**src/hdl/rbfa_pkg.sv**
```systemverilog
// ----------------------------------------------------------------------------
// Ring buffer allocator package
// Field widths, codes, word types and the controller state type used by
// the allocator top level and its remainder unit.
// ----------------------------------------------------------------------------
package rbfa_pkg;

  // Fixed field widths.
  localparam int CAP_BITS       = 32;
  localparam int ADDR_BITS      = 48;
  localparam int SIZE_BITS      = 32;
  localparam int TAG_BITS       = 40;
  localparam int STATUS_BITS    = 3;
  localparam int CFG_BITS       = 48;
  localparam int CFG_INDEX_BITS = 1;

  // Register reset values.
  localparam logic [CAP_BITS-1:0]  CAPACITY_RESET = CAP_BITS'(1048576);
  localparam logic [ADDR_BITS-1:0] BASE_RESET     = '0;

  // Operation codes.
  localparam logic FUNC_ALLOC   = 1'b0;
  localparam logic FUNC_RELEASE = 1'b1;

  // Configuration register indexes.
  localparam logic [CFG_INDEX_BITS-1:0] REG_CAPACITY     = 1'b0;
  localparam logic [CFG_INDEX_BITS-1:0] REG_BASE_ADDRESS = 1'b1;

  // Result status codes.
  typedef enum logic [STATUS_BITS-1:0] {
    STATUS_OK          = 3'd0,
    STATUS_NO_SPACE    = 3'd1,
    STATUS_QUEUE_FULL  = 3'd2,
    STATUS_QUEUE_EMPTY = 3'd3,
    STATUS_VIOLATION   = 3'd4
  } status_t;

  // Request word.
  typedef struct packed {
    logic                 func;
    logic [SIZE_BITS-1:0] seg_size;
    logic [TAG_BITS-1:0]  seg_tag;
  } req_word_t;

  // Response word.
  typedef struct packed {
    status_t              status;
    logic [ADDR_BITS-1:0] buffer_address;
    logic [CAP_BITS-1:0]  used_bytes;
    logic [CAP_BITS-1:0]  free_bytes;
  } rsp_word_t;

  // Controller states.
  typedef enum logic [2:0] {
    ST_IDLE,
    ST_LOAD,
    ST_DIV_OFF,
    ST_DIV_SIZE,
    ST_WRAP,
    ST_EXEC,
    ST_RESULT
  } ctrl_state_t;

  // Remainder unit request and response.
  typedef struct packed {
    logic                start;
    logic [CAP_BITS-1:0] dividend;
    logic [CAP_BITS-1:0] divisor;
  } mod_req_t;

  typedef struct packed {
    logic                done;
    logic [CAP_BITS-1:0] remainder;
  } mod_rsp_t;

  // Free space, saturating at zero when usage exceeds the capacity.
  function automatic logic [CAP_BITS-1:0] free_space(input logic [CAP_BITS-1:0] used,
                                                      input logic [CAP_BITS-1:0] cap);
    logic [CAP_BITS-1:0] result;
    result = (used > cap) ? '0 : cap - used;
    return result;
  endfunction

endpackage

```
**src/hdl/rbfa_mod_unit.sv**
```systemverilog
// ----------------------------------------------------------------------------
// Ring buffer allocator remainder unit
// Bit-serial restoring remainder of a capacity-wide dividend by the capacity.
// One dividend bit is retired per cycle; done pulses for one cycle when the
// remainder is ready. The divisor must be nonzero.
// ----------------------------------------------------------------------------
module rbfa_mod_unit (
  input  logic              clk,
  input  logic              rst,
  input  rbfa_pkg::mod_req_t req,
  output rbfa_pkg::mod_rsp_t rsp
);

  localparam int W        = rbfa_pkg::CAP_BITS;
  localparam int CNT_BITS = $clog2(W);

  logic                busy;
  logic                done;
  logic [CNT_BITS-1:0] count;
  logic [W-1:0]        work;
  logic [W-1:0]        rem;
  logic [W-1:0]        divisor;
  logic [W:0]          shifted;
  logic [W:0]          trial;

  // One restoring step: bring in the next dividend bit, subtract if it fits.
  always_comb begin
    shifted = {rem, work[W-1]};
    trial   = (shifted >= {1'b0, divisor}) ? shifted - {1'b0, divisor} : shifted;
  end

  // Control flags.
  always_ff @(posedge clk) begin
    if (rst) begin
      busy <= 1'b0;
      done <= 1'b0;
    end else begin
      done <= 1'b0;
      if (req.start) begin
        busy <= 1'b1;
      end else if (busy && count == CNT_BITS'(W - 1)) begin
        busy <= 1'b0;
        done <= 1'b1;
      end
    end
  end

  // Datapath registers.
  always_ff @(posedge clk) begin
    if (req.start) begin
      work    <= req.dividend;
      divisor <= req.divisor;
      rem     <= '0;
      count   <= '0;
    end else if (busy) begin
      work  <= {work[W-2:0], 1'b0};
      rem   <= trial[W-1:0];
      count <= count + CNT_BITS'(1);
    end
  end

  assign rsp.done      = done;
  assign rsp.remainder = rem;

endmodule

```
**config.mk**
```make
export PLATFORM = sky130hd
export DESIGN_NAME = rbfa_mod_unit
export DESIGN_NICKNAME = d
export VERILOG_FILES = /design/src/hdl/rbfa_pkg.sv /design/src/hdl/rbfa_mod_unit.sv
export SDC_FILE = /design/constraint.sdc
export NUM_CORES = 1
export LEC_CHECK = 0
export BUFFER_PORTS_ARGS = -buffer_cell sky130_fd_sc_hd__buf_2
export CAP_MARGIN = 20
export CORE_UTILIZATION = 57
export DETAILED_ROUTE_END_ITERATION = 7
export GPL_TIMING_DRIVEN = 0
export PLACE_DENSITY = 0.79
export SLEW_MARGIN = 0
export SYNTH_ARGS = -nofsm -noshare
export SYNTH_HDL_FRONTEND = slang
export SYNTH_SLANG_ARGS = --single-unit
```
**constraint.sdc**
```tcl
create_clock -name clk -period 3.4 [get_ports clk]
set_input_delay 0.68 -clock clk [delete_from_list [all_inputs] [get_ports clk]]
set_output_delay 0.68 -clock clk [all_outputs]
set_load 0.02 [all_outputs]
```
After elaboration in Yosys (flattened, before gate mapping)

Index checks and enable logic that the tools add are counted.

Add/subtract/negate cells: 2
Multipliers: 0
Divide/modulo/power cells: 0
Magnitude comparators: 1
Equal/unequal tests: 1
Shift-type cells: 0
Mux-type cells: 6
Bitwise logic cells: 0
Reduce and logical (&&, ||, !) cells: 4

Operator list:

| operator                                                       | count |
|---|---|
| 32-bit 2-to-1 mux                                              | 3 |
| 33-bit by 32-bit greater-or-equal comparator with 1-bit output | 1 |
| 32-bit subtractor                                              | 1 |
| 5-bit by 1-bit adder with 5-bit output, second input constant  | 1 |
| 5-bit equality test, second input constant                     | 1 |
| 2-bit nonzero test                                             | 2 |
| 1-bit 2-to-1 mux                                               | 3 |
| 2-bit OR reduction                                             | 1 |
| 1-bit logical AND                                              | 1 |

Bits in registers: 103
Bits in latches: 0
Bits in writable memories: 0
Bits in read-only memories: 0
Input bits: 67
Logic and storage cells: 20
Memories kept: 0

Logic depth before layout (Yosys ltp)

Gate-level depths: netlist of the first run.

Depth after elaboration: 4
Gate-level depth with buffers: 13

Worst setup path before layout of the first run

OpenSTA, ideal clock, no wires.

Path type: register to register
Start: register work[31]
End: register rem[20]
Setup time: 0.125 ns
Arrival time: 2.518 ns
Data required time: 3.275 ns
Slack: 0.757 ns
Cell stages (with the launch flop): 14
Buffers on the path: 0
Period minus slack after synthesis: 2.643 ns
Cells stage by stage: edfxtp_1 -> inv_1 -> ha_1 -> inv_1 -> fa_1 -> a21o_1 -> a221oi_2 -> o211ai_1 -> nand2_1 -> o21ai_1 -> a221o_1 -> a21oi_1 -> xor2_1 -> o21ai_0

Cells in the longest elaborated chain, start to end: 2
Elaborated cells between the ends (all ways): 3
Classes of those cells: 1 x add/sub; 1 x order compare; 1 x mux

RTL lines:

| element                                                                                                    | line                | text |
|---|---|---|
| start: declaration                                                                                         | rbfa_mod_unit.sv:20 | `logic [W-1:0] work;` |
| start signal: assignment                                                                                   | rbfa_mod_unit.sv:51 | `work <= req.dividend;` |
| start signal: assignment                                                                                   | rbfa_mod_unit.sv:56 | `work <= {work[W-2:0], 1'b0};` |
| 32-bit subtractor / 33-bit by 32-bit greater-or-equal comparator with 1-bit output (equally long branches) | rbfa_mod_unit.sv:29 | `trial = (shifted >= {1'b0, divisor}) ? shifted - {1'b0, divisor} : shifted;` |
| 32-bit 2-to-1 mux (*)                                                                                      | rbfa_mod_unit.sv:29 |  |
| end signal: assignment                                                                                     | rbfa_mod_unit.sv:57 | `rem <= trial[W-1:0];` |
| end: declaration                                                                                           | rbfa_mod_unit.sv:21 | `logic [W-1:0] rem;` |

Mark *: on every way between the ends. The rest lies on a longest branch, timed or not.
A chain may end at the register's enable or synchronous reset.

Worst setup path after layout of the first run

Ends and elaborated chain as after synthesis.

==> results.txt, run 1 <==
The run finished with clean final reports. Before antenna repair, the detailed router went through 4 iterations. The wire length of the first global-routing pass came out at between 20000 and 25000 microns. The share of total power consumed by net switching is 0.308. The clock period could shrink to roughly 3 ns. After synthesis the cells add up to between 0.005 and 0.006 sq mm. The clock latency of the later-clocked register in the worst-skew pair came out at 0.39 ns.

After the last flow step, the layout net total stands at just under 800. Among all flip-flop cells after synthesis, the most frequent one is sky130_fd_sc_hd__edfxtp_1. The level count of the clock H-tree came out at 3. Setup slack on the worst reg-to-reg path comes out at ~0.34 ns. After clock tree synthesis, the clock-pin slew on the worst setup and hold paths is ~0.1 ns. The fraction of synthesized area in multiplexers came out at 0.0889. In this run the worst setup path begins at work[31]$_DFFE_PP_. Leaving out fill and tap cells, the most frequent cells in the layout are sky130_fd_sc_hd__buf_2, sky130_fd_sc_hd__nor2_1, sky130_fd_sc_hd__edfxtp_1. The share of total power dissipated in combinational logic is 0.234. The die width is between 100 and 150 microns. The worst register-to-register path begins at work[31]$_DFFE_PP_. The total negative slack is 0 ns. After filler insertion, the fill cell instance count of the layout stands at 786. The slew at the pin closest to its max-slew limit came out at 0.880 ns. The total overflow left after global routing is 0. The maximum clock frequency came out at between 300 and 400 MHz. The maximum resistive drop on vdd came out at 0.000481 V. The setup skew after layout is 0.0102 ns.

The number of synthesized flops with an enable pin came out at 64. In the routed design, unresolved DRC markers number 0. The register bit total from synthesis is slightly above 100. The number of global-route vias before repair is 4490.

The worst setup path is of the register to register kind. Of the total synthesized cell area, the portion taken by XOR and XNOR cells is 0.0439. The max-cap violation count is 0. The largest buffer count on any clock path came out at 2. The vias after detailed routing is around 4500. For this configuration, the core starts out at a cell density of 0.589. The average wire per standard cell is roughly 17 microns. After the first detailed-routing iteration, the DRC count stood at roughly 180.

The net switching power is between 0.9 and 1 mW. The library cell used most frequently in the layout, excluding fill and tap cells, is sky130_fd_sc_hd__buf_2. The dominant combinational cell family by area after synthesis is compound AO/OA/AOI/OAI gates. Relative to the synthesized area, the layout overhead comes to 15.6%. The netlist uses 59 different library cells.

The area of combinational cells with multiple inputs came out at between 0.002 and 0.003 sq mm. In this run, CTS created clock tree buffers numbering 9. The tightest hold path in the finished design has a slack of roughly 0.44 ns. In this run the clock root is driven by a sky130_fd_sc_hd__clkbuf_8. The net count of the mapped netlist is approximately 660. The startpoint class of the critical path is a register. The full die area came out at 0.0106 sq mm. The critical path data required time came out at ~3.7 ns. The largest net degree at the start of global routing came out at 37. For this design, the sink count on the clock tree is a little over 100. The count of input and output buffers came out at 99. The tightest slew margin relative to the limit is 0.413. The internal power component came out at 2.10 mW. The final weighted congestion of routability-driven global placement is a little over 0.9. The endpoint identified for the worst register-to-register timing path is rem[20]$_SDFFE_PP0P_. The number of hold violations in the final report is 0.

The total length of routed wires came out at about 13000 microns. The final standard cell count with taps included and fillers excluded came out at between 800 and 900. The final antenna-violating net count is 0.

TritonCTS built the clock tree. The power density normalized to cell area came out at approximately 450 mW/mm^2. The sequential element share of the synthesized area came out at 0.467. The number of buffers inserted to repair setup after CTS came out at 0. The region available for standard cell placement spans 0.00982 sq mm. Of the cells placed in the final design, the portion with a size suffix greater than 1 is 0.254. Of the total synthesized cell area, the portion taken by full adders, half adders and majority gates is 0.0770. The antenna diode count is 0. Following the worst setup path forward leads to its endpoint at rem[20]$_SDFFE_PP0P_. The simple-gate share of the synthesized area came out at 0.104. Summed over all nets, the half-perimeter wirelength after detailed placement is between 9000 and 10000 microns. The area of all sequential standard cells came out at 0.00270 sq mm. The reported leakage power is a little under 3 nW. The hold buffer count at CTS came out at 0. The via count normalized by instance count is ~5.6.

Synthesis produced between 500 and 600 cells. The row count came out at 36. The arrival time of the worst setup path is between 3 and 4 ns. The top-level I/O count came out at 100.

Of the total power, registers draw 0.493. The worst setup path is captured at a register. The compound-gate portion of the synthesized area is 0.166. Setup violations remaining at the end of the flow were counted as 0. The number of antenna violations at the first check in global routing is 0.

The final number of max-transition violations came out at 0. The clock group share of total power is 0.273. During synthesis, Yosys emitted a total of 0 warnings.

The number of cells upsized or downsized after cts came out at 0. The die is a little over 100 microns tall. The average cell area after synthesis came out at ~10 sq um. The maximum fanout along the worst path is 3.

Setup repair after global routing left no endpoint under its margin. The final worst-path cycle share is 0.900. For this run, the total global-route usage over all layers was measured as 0.269. The number of placed instances, taps included, is just under 800. The worst register-to-register path has a depth of 13.

The share of synthesized flip-flops with an asynchronous set or reset is 0. The tightest min-delay check is of the primary input to register type.
final cells by class:
cell class	instances	area share
buffer	33	0.0243
clock buffer	9	0.0185
clock inverter	7	0.0133
inverter	39	0.0219
multi-input combinational	381	0.415
sequential	103	0.404
tap	133	0.0249
timing repair buffer	100	0.0782
state kept, by name (all words and copies together) (netlist names):
register	count
busy	1
count	5
divisor	32
done	1
rem	32
work	32
Yosys cell counts, drive strengths merged, types with 4 or more instances:
master / count / area (sq um)
a21o: 15 / 113
nor2: 67 / 251
a211oi: 21 / 158
inv: 39 / 146
nand4: 13 / 81.3
o21ai: 23 / 138
buf: 12 / 83.8
xnor2: 13 / 114
clkbuf: 21 / 78.8
edfxtp: 64 / 1920
ha: 34 / 425
nor3: 8 / 40.0
a21oi: 39 / 214
mux2i: 12 / 120
dfxtp: 39 / 781
xor2: 16 / 140
a32oi: 4 / 35.0
mux2: 35 / 394
nand2: 26 / 97.6
worst max-delay path, cell delays in order (launching register included):
cell                       delay (ns)
sky130_fd_sc_hd__edfxtp_1        0.39
sky130_fd_sc_hd__inv_1           0.07
sky130_fd_sc_hd__ha_1            0.17
sky130_fd_sc_hd__inv_1           0.06
sky130_fd_sc_hd__fa_1            0.40
sky130_fd_sc_hd__a21o_1          0.22
sky130_fd_sc_hd__a221oi_2        0.35
sky130_fd_sc_hd__o211ai_1        0.24
sky130_fd_sc_hd__nand2_1         0.15
sky130_fd_sc_hd__o21ai_1         0.14
sky130_fd_sc_hd__a221o_1         0.33
sky130_fd_sc_hd__a21oi_1         0.17
sky130_fd_sc_hd__xor2_1          0.16
sky130_fd_sc_hd__o21ai_0         0.09
metal layers:
layer | vias up | wire length [microns] | GRT usage
met5 | - | 0 | 0
met4 | 0 | 275 | 0.0964
met3 | 20 | 940 | 0.0841
met2 | 144 | 6260 | 0.438
met1 | 2137 | 5880 | 0.337
li1 | 2239 | - | -
cell families (layout without fill, tap and decap cells):
group	count (synthesis)	after routing
compound gates	136	136
xor+xnor	29	29
fa+ha+maj	35	35
buf+inv	72	188
flops	103	103
mux	47	47
simple gates	134	134
worst min-delay path by stage:
stage	start	endpoint	slack [ns]	cells after the start
2_1_floorplan	count[4]$_SDFFE_PP0P_	count[4]$_SDFFE_PP0P_	0.47	2
3_3_place_gp	count[4]$_SDFFE_PP0P_	count[4]$_SDFFE_PP0P_	0.49	2
3_5_place_dp	count[4]$_SDFFE_PP0P_	count[4]$_SDFFE_PP0P_	0.50	2
4_1_cts	req[13]	divisor[13]$_DFFE_PP_	0.43	1
5_1_grt	req[14]	divisor[14]$_DFFE_PP_	0.43	1
6_report	rst	busy$_SDFFE_PP0P_	0.44	2
power by group through the flow:
stage | sequential [mW] | clock (mW) | combinational, mW
floorplan | 1.54 | 0 | 0.480
global placement | 1.52 | 0 | 0.674
detailed placement | 1.52 | 0 | 0.695
CTS | 1.49 | 0.849 | 0.700
global route | 1.51 | 0.896 | 0.786
finish | 1.49 | 0.829 | 0.709
stage by stage:
| stage | power [mW] | utilization | area [sq um] | setup WS [ns] |
|---|---|---|---|---|
| floorplan | 2.02 | - | 5790 | 0.757 |
| global placement | 2.19 | 0.657 | 6450 | 0.0799 |
| detailed placement | 2.22 | 0.657 | 6450 | -0.0859 |
| CTS | 3.04 | 0.678 | 6660 | 0.357 |
| global route | 3.19 | 0.681 | 6690 | 0.118 |
| finish | 3.03 | 0.681 | 6690 | 0.341 |
Power figures use the tool's default switching activity.
==> run 2, diff against run 1 <==
--- a/config.mk
+++ b/config.mk
@@ -5,9 +5,10 @@
 export SDC_FILE = /design/constraint.sdc
 export NUM_CORES = 1
 export LEC_CHECK = 0
+export ABC_AREA = 1
 export BUFFER_PORTS_ARGS = -buffer_cell sky130_fd_sc_hd__buf_2
 export CAP_MARGIN = 20
-export CORE_UTILIZATION = 57
+export CORE_UTILIZATION = 58
 export DETAILED_ROUTE_END_ITERATION = 7
 export GPL_TIMING_DRIVEN = 0
 export PLACE_DENSITY = 0.79
==> results.txt, run 2 <==
The top-level I/O count was 100 (unchanged). The number of buffers created by CTS is 9 (unchanged). The count of different cell masters after synthesis is 35 (-41%). The arrival time of the worst setup path came out at 3.02 ns (-0.31 ns). The layout cell share with drive strength beyond 1 is 0.140 (-0.114). The worst setup slack after placement came out at 0.169 ns (+0.255 ns). The final number of max-transition violations came to 0 (unchanged). The number of buffers inserted to repair setup after CTS is 0 (unchanged).

The final HPWL from detailed placement was 12800 microns (+32%). The net switching power came to 0.761 mW (-19%). The register bit total from synthesis is 103 (unchanged). The number of instances in the placed design is 1194 (+52%). The maximum fanout along the worst path is 33 (+30). The layout filler cell count came to 967 (+23%). The largest registers in the layout are divisor (32), rem (32), work (32).

The number of global-route vias before repair came to 5694 (+27%). The total setup violations reported at the end of the flow was 0 (unchanged). The number of antenna violations at the first check in global routing came to 0 (unchanged). The maximum resistive drop on vdd is 0.000430 V (-10%). The total clock sinks is 103 (unchanged). The full die area came out at 0.0119 sq mm (+13%). The biggest area contributor in the post-synthesis netlist is sky130_fd_sc_hd__edfxtp_1. The number of design rule violations left after detail routing is 0 (unchanged). The count of mapped cells out of synthesis came out at 954 (+72%).

The floorplan die height is 109 microns (+6.4%). The number of detailed-route iterations in the first pass was 5 (+1). The die width was 109 microns (+6.4%).

Yosys attributes the largest share of cell area to sky130_fd_sc_hd__edfxtp_1, sky130_fd_sc_hd__nand2_1, sky130_fd_sc_hd__dfxtp_1. The average wire per standard cell came out at 14.0 microns (-16%). The maximum clock frequency came to 345 MHz (+5.6%).

The clock group share of total power is 0.386 (+0.113). The category of the worst setup path capture point is a register. The hold buffer count at CTS came out at 0 (unchanged).

The final weighted congestion of routability-driven global placement came out at 0.937 (+2.9%). The sequential element share of the synthesized area came out at 0.405 (-0.0623). The share of total power consumed by net switching came to 0.264 (-0.0448). The remaining global-route overflow came out at 0 (unchanged).

The flow ran to the end, and the final reports show no timing, DRC or antenna violations. The DRC marker count from the first detailed-route iteration is 419 (+140%). The max-cap violation count is 0 (unchanged). The shortest period the worst path allows is 2.90 ns (-0.161 ns). The netlist area before placement came to 0.00668 sq mm (+15%). The total length of routed wires is 16900 microns (+27%). The number of nets in the layout came out at 1167 (+52%). The area of combinational cells with multiple inputs came out at 0.00320 sq mm (+15%). The power density normalized to cell area came out at 376 mW/mm^2 (-17%). The share of synthesized flip-flops with an asynchronous set or reset is 0 (unchanged).

The final worst-path cycle share came out at 0.852 (-0.0475). The wire length of the first global-routing pass is 27100 microns (+26%). The combinational share of power is 0.117 (-0.117). The internal power component is 2.13 mW (+1.4%).

The clock edge transition at the registers on the reported setup and hold paths is 0.09 ns (about the same). The number of hold violations in the final report came out at 0 (unchanged). The tightest slew margin relative to the limit is 0.435 (+0.0217). The cell sitting at the root of the clock tree is a sky130_fd_sc_hd__clkbuf_16. The reported leakage power is 4.26 nW (+43%).

The area of all sequential standard cells was 0.00270 sq mm (unchanged). The leading cell type in the layout, fill and taps excluded is sky130_fd_sc_hd__nand2_1. The worst path setup slack after routing was 0.503 ns (+0.161 ns). Setup repair after global routing left no endpoint under its margin. The setup skew after layout came out at 0.0155 ns (+0.00531 ns).

The level count of the clock H-tree came to 3 (unchanged). The final antenna-violating net count came out at 0 (unchanged). The sequential power share is 0.498 (+0.005). The count of input and output buffers is 99 (unchanged).

The final standard cell count with taps included and fillers excluded is 1210 (+50%). The critical path data required time was 3.52 ns (-0.15 ns). The row count is 38 (+5.6%). Among all cell types in the netlist, the one instantiated most often is sky130_fd_sc_hd__nand2_1. The average cell area after synthesis came out at 7.00 sq um (-33%). The area share of the largest cell type after synthesis is 0.288 (-0.0443). The total global-route track usage is 0.302 (+0.0333). The overall power of the completed layout is 2.89 mW (-4.8%). The most used flip-flop cell after synthesis is sky130_fd_sc_hd__edfxtp_1.

TritonCTS built the clock tree. The vias after detailed routing is 6177 (+36%). The growth of design area from synthesis to finish came out at 15.0%. The antenna diode count came out at 0 (unchanged). The clock latency of the later-clocked register in the worst-skew pair is 0.37 ns (-0.02 ns). In this run the worst hold path is classified as primary input to register. The worst setup path is launched from a primary input. The initial standard-cell utilization of the core is 0.605 (+0.0161). The commonest cells after synthesis are sky130_fd_sc_hd__nand2_1, sky130_fd_sc_hd__inv_1, sky130_fd_sc_hd__nand3_1. The slew at the pin closest to its max-slew limit was 0.848 ns (-0.0326 ns). The via count normalized by instance count came out at 5.10 (-9.5%). The largest buffer count on any clock path came out at 2 (unchanged). The net count of the mapped netlist is 1056 (+60%). The number of synthesized flops with an enable pin is 64 (unchanged). The number of cells upsized or downsized after cts is 0 (unchanged). The area inside the core boundary came out at 0.0110 sq mm (+12%). The number of warnings printed during yosys synthesis was 0 (unchanged). Leaving out fill and tap cells, the most frequent cells in the layout are sky130_fd_sc_hd__nand2_1, sky130_fd_sc_hd__inv_1, sky130_fd_sc_hd__buf_2. The critical path start-end classification is primary input to register. The largest net degree at the start of global routing was 34 (-8.1%).
==> run 2: changes by cell type after synthesis, sizes merged, moves of 20 or more <==
cell / change
a211oi: -20
inv: +133
mux2: -35
nand2: +372
nand3: +75
nand3b: +20
nor2: -24
==> run 2: final timing paths <==
path | start | depth (start not counted) | slack, ns | end
min | req[24] | 1 | 0.48 | divisor[24]$_DFFE_PP_
min reg2reg | rem[21]$_SDFFE_PP0P_ | 2 | 0.48 | rem[21]$_SDFFE_PP0P_
max reg2reg | divisor[24]$_DFFE_PP_ | 15 | 1.01 | rem[24]$_SDFFE_PP0P_
max | req[64] | 6 | 0.50 | work[15]$_DFFE_PP_
==> run 2: routing by layer <==
layer | GRT usage | vias to the layer above | share of wire
li1 | - | 3183 | -
met1 | 0.397 | 2754 | 0.46
met2 | 0.494 | 215 | 0.46
met3 | 0.0593 | 25 | 0.058
met4 | 0.112 | 0 | 0.019
met5 | 0 | - | 0
==> run 2: cell type report <==
type,count,share of cell area
plain buffers,22,0.0169
repair buffers,100,0.0671
flip-flops and latches,103,0.352
multi-input cells,656,0.416
well taps,140,0.0228
inverters,173,0.0846
clock inverters,7,0.0112
clock buffers,9,0.0293
==> run 2: logic make-up (layout without fill, tap and decap cells) <==
kind of cell | after synthesis | count (layout) | synth area share
DFF | 103 | 103 | 0.405
AOI/OAI and AO/OA | 51 | 51 | 0.0407
adders and majority gates | 35 | 35 | 0.0667
buffers and inverters | 195 | 311 | 0.117
xor gates and xnor gates | 15 | 15 | 0.0197
and+or+nand+nor | 555 | 555 | 0.352
==> run 2: critical path, stage by stage <==
cell	delay, ns
sky130_fd_sc_hd__buf_2	0.37
sky130_fd_sc_hd__buf_2	0.33
sky130_fd_sc_hd__nor2_2	0.59
sky130_fd_sc_hd__inv_1	0.37
sky130_fd_sc_hd__clkbuf_2	0.37
sky130_fd_sc_hd__buf_12	0.25
==> run 2: metrics by stage <==
stage | util | TNS (ns) | cell area (sq um) | hold WS [ns]
3_3_place_gp | 0.666 | -33.55 | 7350 | 0.469
5_1_grt | 0.696 | 0 | 7680 | 0.470
6_report | 0.696 | 0 | 7680 | 0.477
4_1_cts | 0.696 | 0 | 7680 | 0.473
2_1_floorplan | - | 0 | 6680 | 0.455
3_5_place_dp | 0.668 | 0 | 7370 | 0.474
==> run 2: power groups by stage <==
stage	Sequential (mW)	Clock, mW	Combinational, mW
floorplan	1.46	0	0.216
detailed placement	1.46	0	0.333
global placement	1.46	0	0.324
global route	1.44	1.17	0.381
finish	1.44	1.11	0.336
CTS	1.44	1.13	0.336
